$ cat config.mk
export PLATFORM = sky130hd
export DESIGN_NAME = pta_walk
export DESIGN_NICKNAME = d
export VERILOG_FILES = /design/src/hw/rtl/pta_pkg.sv /design/src/hw/rtl/pta_walk.sv
export SDC_FILE = /design/constraint.sdc
export NUM_CORES = 1
export LEC_CHECK = 0
export BUFFER_PORTS_ARGS = -buffer_cell sky130_fd_sc_hd__buf_2
export CAP_MARGIN = 0
export CELL_PAD_IN_SITES_DETAIL_PLACEMENT = 2
export CELL_PAD_IN_SITES_GLOBAL_PLACEMENT = 2
export CORE_MARGIN = 1.5
export CORE_UTILIZATION = 17
export DETAILED_ROUTE_END_ITERATION = 6
export PLACE_DENSITY_LB_ADDON = 0.1
export SYNTH_ARGS = -nofsm -noshare
export SYNTH_HDL_FRONTEND = slang
export SYNTH_SLANG_ARGS = --single-unit
$ cat constraint.sdc
create_clock -name clk_i -period 4.6 [get_ports clk_i]
set_clock_uncertainty 0.05 [all_clocks]
set_input_delay 1.15 -clock clk_i [delete_from_list [all_inputs] [get_ports clk_i]]
set_output_delay 1.15 -clock clk_i [all_outputs]
set_load 0.05 [all_outputs]
$ cat src/hw/rtl/pta_pkg.sv
`default_nettype none

package pta_pkg;

  localparam int unsigned PaddrW = 4;
  localparam int unsigned PdataW = 64;
  localparam int unsigned RootW = 39;
  localparam int unsigned WordNumW = 36;
  localparam int unsigned WideW = 37;

  localparam logic CmdWrite = 1'b0;
  localparam logic CmdCheck = 1'b1;

  localparam logic RegRootTableAddr = 1'b0;

  localparam int unsigned BitPresent = 0;
  localparam int unsigned BitWrite = 1;
  localparam int unsigned BitLarge = 7;

  localparam logic [1:0] LevelRoot = 2'd0;
  localparam logic [1:0] LevelGiga = 2'd1;
  localparam logic [1:0] LevelMega = 2'd2;
  localparam logic [1:0] LevelLeaf = 2'd3;

  typedef enum logic {
    WalkIdle,
    WalkBusy
  } walk_state_e;

  typedef struct packed {
    logic we;
    logic re;
  } mem_ctl_t;

  function automatic logic [8:0] va_slice(input logic [47:0] va, input logic [1:0] level);
    logic [8:0] s;
    unique case (level)
      LevelRoot: s = va[47:39];
      LevelGiga: s = va[38:30];
      LevelMega: s = va[29:21];
      default:   s = va[20:12];
    endcase
    return s;
  endfunction

endpackage

`default_nettype wire

$ cat src/hw/rtl/pta_walk.sv
`default_nettype none

module pta_walk #(
  parameter int unsigned StoreWords = 4096,
  parameter int unsigned AddrW = $clog2(StoreWords)
) (
  input  logic                       clk_i,
  input  logic                       rst_ni,
  input  logic [pta_pkg::RootW-1:0]  root_i,
  input  logic                       in_valid_i,
  output logic                       in_ready_o,
  input  logic                       command_i,
  input  logic [11:0]                word_index_i,
  input  logic [63:0]                word_data_i,
  input  logic [47:0]                virtual_address_i,
  input  logic                       write_check_i,
  output logic                       out_valid_o,
  input  logic                       out_ready_i,
  output logic                       allowed_o,
  output logic [1:0]                 mapping_size_o,
  output logic [2:0]                 fault_level_o,
  output pta_pkg::mem_ctl_t          mem_ctl_o,
  output logic [AddrW-1:0]           mem_waddr_o,
  output logic [63:0]                mem_wdata_o,
  output logic [AddrW-1:0]           mem_raddr_o,
  input  logic [63:0]                mem_rdata_i
);

  localparam logic [pta_pkg::WideW-1:0] WordLimit = pta_pkg::WideW'(StoreWords);

  pta_pkg::walk_state_e state_q, state_d;
  logic [1:0]  level_q, level_d;
  logic        inrange_q, inrange_d;
  logic [47:0] va_q;
  logic        wr_q;
  logic        out_valid_q;
  logic        allowed_q;
  logic [1:0]  size_q;
  logic [2:0]  flevel_q;

  logic                          acc;
  logic [pta_pkg::WideW-1:0]     widx_wide;
  logic                          widx_ok;
  logic [pta_pkg::WordNumW-1:0]  root_word;
  logic                          root_ok;
  logic [pta_pkg::WordNumW-1:0]  next_word;
  logic                          next_ok;
  logic                          fault;
  logic                          final_entry;
  logic                          perm_fault;
  logic                          done;
  logic                          can_finish;
  logic                          res_allowed;
  logic [1:0]                    res_size;
  logic [2:0]                    res_flevel;

  assign acc       = in_valid_i && in_ready_o;
  assign widx_wide = {{(pta_pkg::WideW - 12){1'b0}}, word_index_i};
  assign widx_ok   = widx_wide < WordLimit;
  assign root_word = {root_i[38:12], pta_pkg::va_slice(virtual_address_i, pta_pkg::LevelRoot)};
  assign root_ok   = {1'b0, root_word} < WordLimit;
  assign next_word = {mem_rdata_i[38:12], pta_pkg::va_slice(va_q, level_q + 2'd1)};
  assign next_ok   = {1'b0, next_word} < WordLimit;

  assign fault       = !inrange_q || !mem_rdata_i[pta_pkg::BitPresent];
  assign final_entry = (level_q == pta_pkg::LevelLeaf) ||
                       (((level_q == pta_pkg::LevelGiga) || (level_q == pta_pkg::LevelMega)) &&
                        mem_rdata_i[pta_pkg::BitLarge]);
  assign perm_fault  = final_entry && wr_q && !mem_rdata_i[pta_pkg::BitWrite];
  assign done        = fault || final_entry;
  assign can_finish  = !out_valid_q || out_ready_i;
  assign res_allowed = !fault && !perm_fault;
  assign res_size    = res_allowed ? 2'(3'd4 - {1'b0, level_q}) : 2'd0;
  assign res_flevel  = res_allowed ? 3'd0 : ({1'b0, level_q} + 3'd1);

  always_comb begin
    state_d = state_q;
    unique case (state_q)
      pta_pkg::WalkIdle: begin
        if (acc && (command_i == pta_pkg::CmdCheck)) begin
          state_d = pta_pkg::WalkBusy;
        end
      end
      pta_pkg::WalkBusy: begin
        if (done && can_finish) begin
          state_d = pta_pkg::WalkIdle;
        end
      end
      default: state_d = pta_pkg::WalkIdle;
    endcase
  end

  always_comb begin
    in_ready_o   = 1'b0;
    mem_ctl_o.we = 1'b0;
    mem_ctl_o.re = 1'b0;
    mem_raddr_o  = root_word[AddrW-1:0];
    level_d      = level_q;
    inrange_d    = inrange_q;
    unique case (state_q)
      pta_pkg::WalkIdle: begin
        in_ready_o   = 1'b1;
        mem_ctl_o.we = acc && (command_i == pta_pkg::CmdWrite) && widx_ok;
        if (acc && (command_i == pta_pkg::CmdCheck)) begin
          mem_ctl_o.re = root_ok;
          level_d      = pta_pkg::LevelRoot;
          inrange_d    = root_ok;
        end
      end
      pta_pkg::WalkBusy: begin
        mem_raddr_o = next_word[AddrW-1:0];
        if (!done) begin
          mem_ctl_o.re = next_ok;
          level_d      = level_q + 2'd1;
          inrange_d    = next_ok;
        end
      end
      default: begin
        in_ready_o = 1'b0;
      end
    endcase
  end

  assign mem_waddr_o = widx_wide[AddrW-1:0];
  assign mem_wdata_o = word_data_i;

  always_ff @(posedge clk_i or negedge rst_ni) begin
    if (!rst_ni) begin
      state_q     <= pta_pkg::WalkIdle;
      level_q     <= pta_pkg::LevelRoot;
      inrange_q   <= 1'b0;
      out_valid_q <= 1'b0;
    end else begin
      state_q   <= state_d;
      level_q   <= level_d;
      inrange_q <= inrange_d;
      if ((state_q == pta_pkg::WalkBusy) && done && can_finish) begin
        out_valid_q <= 1'b1;
      end else if (out_ready_i) begin
        out_valid_q <= 1'b0;
      end
    end
  end

  always_ff @(posedge clk_i) begin
    if (acc) begin
      va_q <= virtual_address_i;
      wr_q <= write_check_i;
    end
    if ((state_q == pta_pkg::WalkBusy) && done && can_finish) begin
      allowed_q <= res_allowed;
      size_q    <= res_size;
      flevel_q  <= res_flevel;
    end
  end

  assign out_valid_o    = out_valid_q;
  assign allowed_o      = allowed_q;
  assign mapping_size_o = size_q;
  assign fault_level_o  = flevel_q;

`ifndef SYNTH
  a_we_only_idle: assert property (@(posedge clk_i) disable iff (!rst_ni)
    mem_ctl_o.we |-> (state_q == pta_pkg::WalkIdle))
    else $error("table write outside idle");

  a_no_we_re: assert property (@(posedge clk_i) disable iff (!rst_ni)
    !(mem_ctl_o.we && mem_ctl_o.re))
    else $error("table write and read in one cycle");

  a_result_from_walk: assert property (@(posedge clk_i) disable iff (!rst_ni)
    $rose(out_valid_q) |-> ($past(state_q) == pta_pkg::WalkBusy))
    else $error("result without a walk");

  a_success_fields: assert property (@(posedge clk_i) disable iff (!rst_ni)
    (out_valid_q && allowed_q) |-> ((flevel_q == 3'd0) && (size_q != 2'd0)))
    else $error("inconsistent success result");
`endif

endmodule

`default_nettype wire

== Word-level counts from Yosys, hierarchy flattened ==
Cells that the tools add are included.
Word-level totals
  bits in registers: 60
  input bits: 233
  output and inout bits: 98
  word-level logic and storage cells: 67
Cells by class
  add/subtract/negate cells: 3
  order comparisons: 3
  equality and inequality tests: 7
  muxes and demuxes: 18
  bitwise logic cells: 2
  reductions and logical operators: 25
Operators with widths (count)
  $lt 36x13->1 const B: 2
  $pmux 9 s3: 1
  $lt 12x13->1 const B: 1
  $mux 12: 1
  $logic_and 1x1->1: 11
  $mux 1: 10
  $eq 2x2->1 const B: 3
  $logic_not 1->1: 6
  $pmux 1 s2: 3
  $logic_or 1x1->1: 5
  $eq 2x1->1 const B: 2
  $mux 2: 2
  $ne 2x2->1 const B: 2
  $pmux 2 s2: 1
  $add 2x1->3 const B: 1
  $add 2x1->2 const B: 1
  $logic_not 2->1: 1
  $not 1->1: 2
  $reduce_and 2->1: 1
  $reduce_bool 2->1: 1
  $sub 1x2->2 const A: 1

== Depth between registers and ports, before layout ==
  word-level depth: 8
  gate-level depth with buffers: 7
  mapped depth without buffers: 6

== Least setup slack after synthesis ==
Ideal clock, no wire load.
  kind: input port to output port
  from: input in_valid_i
  to: output mem_ctl_o[0] in the netlist's numbering
  arrival: 3.186 ns
  data required time: 3.400 ns
  path slack: 0.214 ns
  cell stages on the path: 3
  buffers on the path: 0
  path through: nor2b_2 -> nand4_1 -> o32ai_1
RTL lines
  start: declaration: RTL line pta_walk.sv:10  | input logic in_valid_i,
  end: declaration: RTL line pta_walk.sv:22  | output pta_pkg::mem_ctl_t mem_ctl_o,

==> results.md <==
- Top-count cell post-synth: buf_4
- Nets: 507
- R2R Path End: fault_level_o[0]$_SDFFCE_PP0P_
- Max Transition Viols Final: 0
- Gpl congestion: 0.626
- GR Util met2: 0.166
- Clk buf depth: 2
- Crit share post-route: 0.791
- Netlist cell types: 27
- Synth Net Count: 461
- Yosys reg bits: 48
- Critical Path RT: 3.40 ns
- F_max: 275 MHz
- Worst Path Buf+Inv: 2
- CP Class: in2out
- Vias/cell: 3.80
- CP Max Fanout: 2
- Die height: 129 um
- Num rows: 46
- CP Capture Type: primary output
- Setup TNS: 0 ns
- Yosys warnings: 0
- 1st-iter DRT viols: 88
- # setup viols final: 0
- Layout Utilization: 0.200
- Clock sink count: 48
- PortBufs: 120
- Vias in the first global route: 2057
- Root buf cell: clkbuf_16
- Clock Latency Late Sink: 0.29 ns
- Top-area cell type share of the netlist area: 0.475
- CP Depth: 5
- Worst Setup SP: mem_rdata_i[33]
- Io pins: 331
- Status: finished, final reports clean
- GRT met1 Usage: 0.0916
- Ys async rst share: 0.104
- Post-CTS sizing: 0
- Ant. Diodes: 0
- Post CTS Setup Buffer Count: 0
- Slew HR: 0.519
- Period minus WS final: 3.64 ns
- DRC: 0
- Post-synth top cells: buf_4 (78), edfxtp_1 (43), nand2_1 (13)
- Ys flop type: edfxtp_1
- GR peak layer: met2
- Dominant cell type by area after synthesis: edfxtp_1
- Crit-path slowest cell: nor4_1
- Syn Std Cell Area: 2720 um^2
- Critical Path AT: 2.44 ns
- Number of synthesized flops with an enable pin: 43
- Mapped Cells: 223
- Area grow syn2layout: 15.8%
- Critical path endpoint: mem_ctl_o[0]
- Chip Width: 129 um
- Pwr/cell area: 349 nW/um^2
- Share of layout cells above drive strength 1: 0.522
- RSZ-0062 raised after global routing: false
- TritonCTS Buffers: 5
- Drt pass-1 iters: 4
- GR Util All Layers: 0.0919
- Crit path max-delay family: simple AND/OR/NAND/NOR gates
- Antenna-violating nets left: 0
- VDD IR max: 218 uV
- Via count: 1847
- Grt ovf: 0
- Hold Path Cell Cnt: 1
- Initial Util: 0.172
- Worst hold path type: reg2reg
- Met3 Track Usage GR: 0.0405
- CP startpoint kind: input port
- Ranking of synthesized cells by area: edfxtp_1 (47%), buf_4 (22%), mux2_4 (5.0%)
- Hold Fails Final Rpt: 0
- Pleak: 0.00130 uW
- CP peak stage delay: 0.49 ns
- Largest net degree at the start of global routing: 39
- H-tree levels: 2
- First-pass GRT wire length: 11100 um
- DRT Wirelength: 7600 um
- Register area share after synthesis: 0.521
- Per-cell routed wire length: 15.6 um
- Die ar.: 16800 um^2
- Worst reg2reg path depth: 6
- Synthesized area per cell: 12.2 um^2
- Initial antenna violation count: 1
- Worst reg2reg setup slack: 2.26 ns
- CTS tree: yes
- Most common cell on crit path: buf_2
- Least-Margin Pin Slew: 0.721 ns
- Worst-path clk slew: 0.07 ns
- Number of max-cap violations: 0
- Core area: 15800 um^2
- Number of hold buffers added after CTS: 0
- Worst path cell trace: buf_2, nor4_1, nand2_1, o32ai_1, buf_2
- DP HPWL: 5810 um
- Critical register-to-register path startpoint: level_q[0]$_DFFE_PN0P_
-- logic make-up (layout without fill, tap and decap cells) --
kind of cell | after synthesis | in the layout | share of synthesized area
adder cells (fa/ha/maj) | 5 | 5 | 0.0230
AND/OR/NAND/NOR | 45 | 45 | 0.0888
multiplexers | 13 | 13 | 0.0663
flip-flops | 48 | 48 | 0.521
AO/OA/AOI/OAI | 25 | 25 | 0.0663
buffers and inverters | 87 | 134 | 0.235
-- sequential cells by signal, summed over array words and instances, names as in the netlist --
signal and flops:
va_q 36, fault_level_o 3, level_q 2, mapping_size_o 2
allowed_o 1, inrange_q 1, out_valid_o 1, state_q 1
wr_q 1
-- worst reg2reg max path: cells and delay by family, from the launching register on --
family	cells	cell delay [ns]
buffers and inverters	1	0.11
AOI/OAI and AO/OA	1	0.12
DFF	1	0.51
and+or+nand+nor	3	0.83
adders and majority gates	1	0.35
-- stage by stage --
step	total power (uW)	instances	worst slack, ns	hold WS (ns)	instance area [um^2]
after global routing	1150	486	0.742	0.551	3150
after global placement	699	478	0.888	0.491	2990
after CTS	1120	486	0.865	0.501	3150
final	1100	486	0.959	0.498	3150
after floorplan	801	223	0.214	0.446	2720
after detailed placement	700	478	0.878	0.484	2990
-- where the power goes --
| group | switching [uW] | leakage (uW) | internal [uW] | total (uW) |
|---|---|---|---|---|
| clock | 160 | 0.0000789 | 253 | 413 |
| combinational | 103 | 0.000747 | 64.0 | 167 |
| sequential | 11.6 | 0.000477 | 506 | 518 |
-- cell type report --
type                       instances  area [um^2]
clock buffer                       5          125
clock inverter                     3         37.5
fill                            1813        12600
inverter                           4         15.0
multi-input combinational         88          669
sequential                        48         1420
tap                              216          270
timing repair buffer             122          616
-- worst min-delay path by stage --
stage | slack, ns | to | from
detailed placement | 0.48 | inrange_q$_DFFE_PN0P_ | inrange_q$_DFFE_PN0P_
finish | 0.50 | inrange_q$_DFFE_PN0P_ | inrange_q$_DFFE_PN0P_
global route | 0.55 | inrange_q$_DFFE_PN0P_ | inrange_q$_DFFE_PN0P_
global placement | 0.49 | inrange_q$_DFFE_PN0P_ | inrange_q$_DFFE_PN0P_
floorplan | 0.45 | inrange_q$_DFFE_PN0P_ | inrange_q$_DFFE_PN0P_
CTS | 0.50 | inrange_q$_DFFE_PN0P_ | inrange_q$_DFFE_PN0P_
-- placed cells by master (no fill, tap or decap), types with 2 or more instances in the layout --
cell and n:
a222oi_1 9, and2_1 2, buf_2 120, buf_4 2, clkbuf_16 5, clkinv_1 2, dfrtp_1 5, edfxtp_1 43
ha_1 5, inv_1 4, mux2_2 3, mux2_4 9, nand2_1 13, nand2b_1 2, nand3_1 4, nand4_1 4
nor2_1 2, nor2b_1 4, nor4_1 12, o21ai_0 3, o21ai_1 9
-- routing by layer --
| layer | vias to the layer above | routed length [um] |
|---|---|---|
| li1 | 827 | - |
| met1 | 880 | 2780 |
| met2 | 124 | 3860 |
| met3 | 16 | 830 |
| met4 | 0 | 142 |
| met5 | - | 0 |
Power figures use the tool's default switching activity.
